### src/rtl/utf8d_pkg.sv
// utf8d_pkg: shared types and constants for the UTF-8 stream decoder.
// Used by utf8d_step, utf8d_out_buf and utf8_stream_decoder.
package utf8d_pkg;

  localparam int unsigned CP_W = 21;

  localparam logic [CP_W-1:0] CP_MAX_KEPT  = 21'h00FFFF;
  localparam logic [CP_W-1:0] CP_MAX_VALID = 21'h10FFFF;

  typedef enum logic [1:0] {
    KIND_CHAR     = 2'd0,
    KIND_BAD_LEAD = 2'd1,
    KIND_RANGE    = 2'd2,
    KIND_END      = 2'd3
  } kind_t;

  typedef struct packed {
    kind_t            kind;
    logic [CP_W-1:0]  code_point;
    logic             kept;
  } result_t;

endpackage

### src/rtl/utf8d_step.sv
// utf8d_step: per-byte decode logic with the sequence state registers.
// Depends on utf8d_pkg.
module utf8d_step
  import utf8d_pkg::*;
(
  input  logic            clk,
  input  logic            rst,
  input  logic            fire,
  input  logic [7:0]      in_byte,
  output logic            has_result,
  output result_t         result
);

  logic [1:0]      bytes_left;
  logic [1:0]      bytes_left_next;
  logic [CP_W-1:0] partial_point;
  logic [CP_W-1:0] partial_point_next;
  logic [CP_W-1:0] shifted;

  assign shifted = {partial_point[CP_W-7:0], in_byte[5:0]};

  always_comb begin
    bytes_left_next    = bytes_left;
    partial_point_next = partial_point;
    has_result         = 1'b0;
    result.kind        = KIND_CHAR;
    result.code_point  = '0;
    result.kept        = 1'b0;
    if (bytes_left != 2'd0) begin
      bytes_left_next    = bytes_left - 2'd1;
      partial_point_next = shifted;
      if (bytes_left == 2'd1) begin
        has_result         = 1'b1;
        partial_point_next = '0;
        result.code_point  = shifted;
        if (shifted > CP_MAX_VALID) begin
          result.kind = KIND_RANGE;
        end else begin
          result.kind = KIND_CHAR;
          result.kept = (shifted <= CP_MAX_KEPT);
        end
      end
    end else begin
      priority if (in_byte == 8'h00) begin
        has_result  = 1'b1;
        result.kind = KIND_END;
      end else if (in_byte[7] == 1'b0) begin
        has_result        = 1'b1;
        result.kind       = KIND_CHAR;
        result.code_point = {{(CP_W-8){1'b0}}, in_byte};
        result.kept       = 1'b1;
      end else if (in_byte[7:5] == 3'b110) begin
        bytes_left_next    = 2'd1;
        partial_point_next = {{(CP_W-5){1'b0}}, in_byte[4:0]};
      end else if (in_byte[7:4] == 4'b1110) begin
        bytes_left_next    = 2'd2;
        partial_point_next = {{(CP_W-4){1'b0}}, in_byte[3:0]};
      end else if (in_byte[7:3] == 5'b11110) begin
        bytes_left_next    = 2'd3;
        partial_point_next = {{(CP_W-3){1'b0}}, in_byte[2:0]};
      end else begin
        has_result         = 1'b1;
        result.kind        = KIND_BAD_LEAD;
        partial_point_next = '0;
      end
    end
  end

  always_ff @(posedge clk) begin
    if (rst) begin
      bytes_left    <= 2'd0;
      partial_point <= '0;
    end else if (fire) begin
      bytes_left    <= bytes_left_next;
      partial_point <= partial_point_next;
    end
  end

  a_kept_only_char: assert property (@(posedge clk) disable iff (rst)
    has_result && result.kept |-> result.kind == KIND_CHAR)
    else $error("kept set on a non-character result");

  a_range_above_max: assert property (@(posedge clk) disable iff (rst)
    has_result && result.kind == KIND_RANGE |-> result.code_point > CP_MAX_VALID)
    else $error("range error on an in-range code point");

  a_count_down: assert property (@(posedge clk) disable iff (rst)
    fire && bytes_left != 2'd0 |=> bytes_left == $past(bytes_left) - 2'd1)
    else $error("continuation did not advance the byte count");

  a_result_at_end: assert property (@(posedge clk) disable iff (rst)
    has_result && bytes_left != 2'd0 |-> bytes_left == 2'd1)
    else $error("result reported mid-sequence");

endmodule

### src/rtl/utf8d_out_buf.sv
// utf8d_out_buf: two-entry result buffer that decouples output ready from the input side.
// Depends on utf8d_pkg.
module utf8d_out_buf
  import utf8d_pkg::*;
(
  input  logic    clk,
  input  logic    rst,
  input  logic    wr_valid,
  output logic    wr_ready,
  input  result_t wr_data,
  output logic    rd_valid,
  input  logic    rd_ready,
  output result_t rd_data
);

  result_t    entries [2];
  logic       head;
  logic       tail;
  logic [1:0] count;
  logic       push;
  logic       pop;

  assign wr_ready = (count != 2'd2);
  assign rd_valid = (count != 2'd0);
  assign rd_data  = entries[head];
  assign push     = wr_valid && wr_ready;
  assign pop      = rd_valid && rd_ready;

  always_ff @(posedge clk) begin
    if (push) begin
      entries[tail] <= wr_data;
    end
  end

  always_ff @(posedge clk) begin
    if (rst) begin
      head  <= 1'b0;
      tail  <= 1'b0;
      count <= 2'd0;
    end else begin
      if (push) begin
        tail <= ~tail;
      end
      if (pop) begin
        head <= ~head;
      end
      count <= count + {1'b0, push} - {1'b0, pop};
    end
  end

  a_count_bound: assert property (@(posedge clk) disable iff (rst)
    count != 2'd3)
    else $error("result buffer overflow");

  a_ptr_match: assert property (@(posedge clk) disable iff (rst)
    (count == 2'd0 || count == 2'd2) |-> head == tail)
    else $error("buffer pointers disagree with count");

  a_hold_on_stall: assert property (@(posedge clk) disable iff (rst)
    rd_valid && !rd_ready && !$past(rst) |=> rd_valid && $stable(rd_data))
    else $error("stalled result changed");

endmodule

### src/rtl/utf8_stream_decoder.sv
// utf8_stream_decoder: top level, input register, decode step and result buffer.
// Depends on utf8d_pkg, utf8d_step and utf8d_out_buf.
//
// Decodes a UTF-8 byte stream at one byte per clock while the output side takes
// results. Each request on the input channel carries one byte; a byte is
// registered, decoded and its result (if any) written to a two-entry output
// buffer. Lead and continuation bytes of multi-byte sequences produce no result
// until the last byte; a completed code point, an invalid lead, a code point
// above 0x10FFFF, or a NUL at a lead position produce one result.
module utf8_stream_decoder
  import utf8d_pkg::*;
(
  input  logic            clk,
  input  logic            rst,
  input  logic            in_valid,
  output logic            in_ready,
  input  logic [7:0]      in_byte,
  output logic            out_valid,
  input  logic            out_ready,
  output logic [1:0]      kind,
  output logic [CP_W-1:0] code_point,
  output logic [7:0]      out_char,
  output logic            kept
);

  logic    s1_valid;
  logic [7:0] s1_byte;
  logic    s1_move;
  logic    has_result;
  logic    buf_ready;
  result_t step_result;
  result_t buf_result;

  assign s1_move  = s1_valid && (!has_result || buf_ready);
  assign in_ready = !s1_valid || s1_move;

  always_ff @(posedge clk) begin
    if (rst) begin
      s1_valid <= 1'b0;
    end else if (in_ready) begin
      s1_valid <= in_valid;
    end
  end

  always_ff @(posedge clk) begin
    if (in_valid && in_ready) begin
      s1_byte <= in_byte;
    end
  end

  utf8d_step u_step (
    .clk        (clk),
    .rst        (rst),
    .fire       (s1_move),
    .in_byte    (s1_byte),
    .has_result (has_result),
    .result     (step_result)
  );

  utf8d_out_buf u_out_buf (
    .clk      (clk),
    .rst      (rst),
    .wr_valid (s1_valid && has_result),
    .wr_ready (buf_ready),
    .wr_data  (step_result),
    .rd_valid (out_valid),
    .rd_ready (out_ready),
    .rd_data  (buf_result)
  );

  assign kind       = buf_result.kind;
  assign code_point = buf_result.code_point;
  assign out_char   = buf_result.code_point[7:0];
  assign kept       = buf_result.kept;

  a_no_accept_when_blocked: assert property (@(posedge clk) disable iff (rst)
    s1_valid && has_result && !buf_ready |-> !in_ready)
    else $error("request accepted while decode stage is blocked");

  a_stage_loaded: assert property (@(posedge clk) disable iff (rst)
    in_valid && in_ready |=> s1_valid)
    else $error("accepted request lost from input register");

  a_stage_held: assert property (@(posedge clk) disable iff (rst)
    s1_valid && !s1_move |=> s1_valid && $stable(s1_byte))
    else $error("blocked byte changed in input register");

endmodule

### config.mk
export PLATFORM = sky130hd
export DESIGN_NAME = utf8_stream_decoder
export DESIGN_NICKNAME = d
export VERILOG_FILES = /design/src/rtl/utf8d_pkg.sv /design/src/rtl/utf8d_step.sv /design/src/rtl/utf8d_out_buf.sv /design/src/rtl/utf8_stream_decoder.sv
export SDC_FILE = /design/constraint.sdc
export NUM_CORES = 1
export LEC_CHECK = 0
export ABC_AREA = 1
export BUFFER_PORTS_ARGS = -buffer_cell sky130_fd_sc_hd__buf_2
export CORE_AREA = 2 2 90 92
export DETAILED_ROUTE_END_ITERATION = 6
export DIE_AREA = 0 0 92 94
export RECOVER_POWER = 50
export SYNTH_ARGS = -nofsm -noshare
export SYNTH_HDL_FRONTEND = slang
export SYNTH_SLANG_ARGS = --single-unit
### constraint.sdc
create_clock -name clk -period 2.8 [get_ports clk]
set_clock_uncertainty 0.15 [all_clocks]
set_input_delay 0.56 -clock clk [delete_from_list [all_inputs] [get_ports clk]]
set_output_delay 0.56 -clock clk [all_outputs]
set_load 0.02 [all_outputs]
==> impl_metrics.toml <==
[setup_path]
startpoint_type = "flop"
criticalPathCategory = "reg2out"
r2r_end = "u_out_buf.entries[0][13]$_DFFE_PP_"
worst_path_cell_trace = "inv_1 > nand2_1 > inv_1 > nand2_4 > nand2_4 > nand3_1 > buf_2"
end_kind = "output pin"
critical_path_peak_fanout = 12
worst_path_dominant_cell_family = "flip-flops"
cp_slowest_cell = "dfxtp_1"
timing.critical_path.from = "u_step.bytes_left[1]$_SDFFE_PP0P_"
critical_path_required_ns = 2.09
cp_slowest_stage_delay_ns = 0.56
worst-path-buf-inv = 3
ff2ff_path_depth = 8
r2r_setup_slack_ns = 0.49
reg2reg_from = "u_step.bytes_left[1]$_SDFFE_PP0P_"
critPathArrivalTime_ns = 1.78

[timing]
finalSetupViolations = 0
max_slew_violation_count = 0
worst_pin_slew_ns = 0.610
hold_viol = 0
final_period_minus_worst_setup_slack_ns = 2.49
min_period_over_period_pct = 88.9
max_clock_freq_ghz = 0.402
hold-worst-slack_ns = 0.226
rsz0062_at_grt = "no"
max_slew_margin_vs_limit_pct = 59.3
setup_total_neg_slack_ns = 0

[synth]
synth.cell_area_um2 = 3360
ys.warnings.count = 0
synth.avg_cell_area_um2 = 10.8
synth-seq-area-share_pct = 63.7
post_synth_main_area_contributors = "edfxtp_1 (50%), dfxtp_1 (14%), mux2_2 (8.0%)"
synthesized_flop_and_latch_total = 79
netlist.top_cell.by_area = "edfxtp_1"
postSynthNetCount = 324
syn_inst_count = 311
yosysTopAreaCellShare_pct = 50.0
yosysUniqueCellTypes = 26

[global_routing]
grt_max_degree = 26
grt_pass1_vias = 2084
grt_antenna_before_repair = 0
global_route.usage.total_pct = 14.6
gr-total-overflow = 0
grt_first_pass_wirelength_mm = 9.54

[clock_network]
clock_sink_count = 79
clock-root-buffer = "clkbuf_8"
clock_path_buffers = 2
cts_resized = 0
hold_buffers = 0
post_cts.repair.setup_buffers = 0
htree_num_levels = 3
cts.clk_slew.worst_paths_ns = 0.07
cts_inserted_buffers = 9
cts_tree = "done"
clock_insertion_delay_worst_skew_ns = 0.35

[worst_hold_path]
worst_min_delay_path_endpoint = "s1_valid$_SDFFE_PP0P_"
holdCritPathClass = "in2reg"
hold_start = "rst"
whs_path_depth = 2

[flow_run]
drv.max_cap_violation_count = 0

[power_and_ir_drop]
ir_drop_mv = 0.390
power_leakage_nw = 1.60
power.density_nw_per_um2 = 808

[route]
drt_iter0_markers = 97
avgRoutedWirePerCell_um = 12.6
route.vias.total = 2137
viasPerCell = 4.64
first_pass_iters = 4
antenna_violating_nets_post_route = 0
drcViolationCount = 0
wirelength_mm = 5.79

[placement]
detailed_place_hpwl_mm = 3.81
placedCellCount = 445
postPlaceCellArea_um2 = 3640
finalWeightedCongestion = 0.904
placement.io_buffers = 45

[cells_and_area]
syn2layout_area_growth_pct = 14.1
post-route-util_pct = 50.5
postLayoutCellArea_um2 = 3840
final_net_count = 367
drive_above_1_share_pct = 27.0
final-instance-count-excl-fill = 461
antenna_cells = 0

[die]
fp.dieArea_um2 = 8650
initial_utilization_pct = 44.2
fp.dieH_um = 94
floorplan.io_pins = 46
floorplan.die.width_um = 92
core_region_area_um2 = 7610
placementRows = 32

[run_status]
outcome = "finished, final reports clean"
==> cell usage in the layout, fill, tap and decap left out, types with 3 or more instances in the layout <==
cell / n
nand2_2: 3
buf_2: 44
nand3_1: 4
dfxtp_1: 23
nand2_4: 4
o21ai_1: 7
nand2_1: 39
buf_4: 4
inv_1: 40
edfxtp_1: 56
clkbuf_1: 4
o21ai_0: 5
a21oi_1: 15
clkbuf_8: 9
mux2_2: 24
nor2_1: 60
==> registers in the layout, indices dropped and copies added, names as in the netlist, named ones only <==
register	flops
u_out_buf.count	2
u_out_buf.head	1
u_step.partial_point	15
u_step.bytes_left	2
s1_valid	1
u_out_buf.tail	1
s1_byte	8
u_out_buf.entries	48
==> power by group <==
part           switching, mW  leakage [nW]  internal [mW]
registers             0.0486         0.706           1.37
logic                  0.482         0.787          0.283
clock network          0.410         0.107          0.505
==> worst register-to-register path, delay by kind of cell (launching register included) <==
family / cells / cell delay (ns)
and+or+nand+nor: 5 / 0.59
buffers and inverters: 3 / 0.76
DFF: 1 / 0.43
==> area by class of cell <==
class                   instances  area [um2]
fillers                       724        3770
repair buffers                 50         258
well taps                     102         128
clock buffers                  11         131
multi-input cells             172         940
clock inverters                 5        82.6
flip-flops and latches         79        2140
inverters                      42         158
==> how the worst max path moves through the flow <==
stage                                               to  depth (start not counted)
floorplan            u_out_buf.entries[1][0]$_DFFE_PP_                          7
global placement     u_out_buf.entries[1][4]$_DFFE_PP_                          8
detailed placement  u_out_buf.entries[1][17]$_DFFE_PP_                          8
CTS                                           in_ready                          7
global route                                  in_ready                          7
finish                                        in_ready                          7
==> cells in the mapped netlist, drive strengths merged <==
| master | count |
|---|---|
| o21ai | 12 |
| clkbuf | 3 |
| o22ai | 1 |
| a21oi | 15 |
| nand2 | 46 |
| dfxtp | 23 |
| nor4 | 1 |
| edfxtp | 56 |
| or2 | 1 |
| inv | 42 |
| nand4 | 2 |
| mux2 | 24 |
| xnor2 | 1 |
| nor3 | 1 |
| buf | 15 |
| nand3 | 4 |
| nor2 | 61 |
| ha | 1 |
| o211ai | 2 |
==> per-stage QoR <==
| stage | total power, mW | setup WS, ns |
|---|---|---|
| 3_5_place_dp | 2.23 | 0.760 |
| 6_report | 3.10 | 0.311 |
| 4_1_cts | 3.14 | 0.418 |
| 3_3_place_gp | 2.23 | 0.802 |
| 5_1_grt | 3.25 | 0.160 |
| 2_1_floorplan | 2.06 | 0.283 |
==> kinds of logic (layout without fill, tap and decap cells) <==
family	count (synthesis)	after routing	synth area share [%]
and+or+nand+nor	116	116	14.8
xor gates and xnor gates	1	1	0.260
buffers and inverters	60	108	8.22
muxes	24	24	8.04
DFF	79	79	63.7
AOI/OAI and AO/OA	30	30	4.65
adders and majority gates	1	1	0.372
==> per-layer routing <==
metal  up-vias  part of all wire (%)  global-route usage, %
li1       1098                     -                      -
met1       977                    48                   18.1
met2        50                    45                   23.6
met3        12                   4.3                   2.97
met4         0                   2.7                   9.20
met5         -                     0                      0
(Power assumes the default switching activity.)
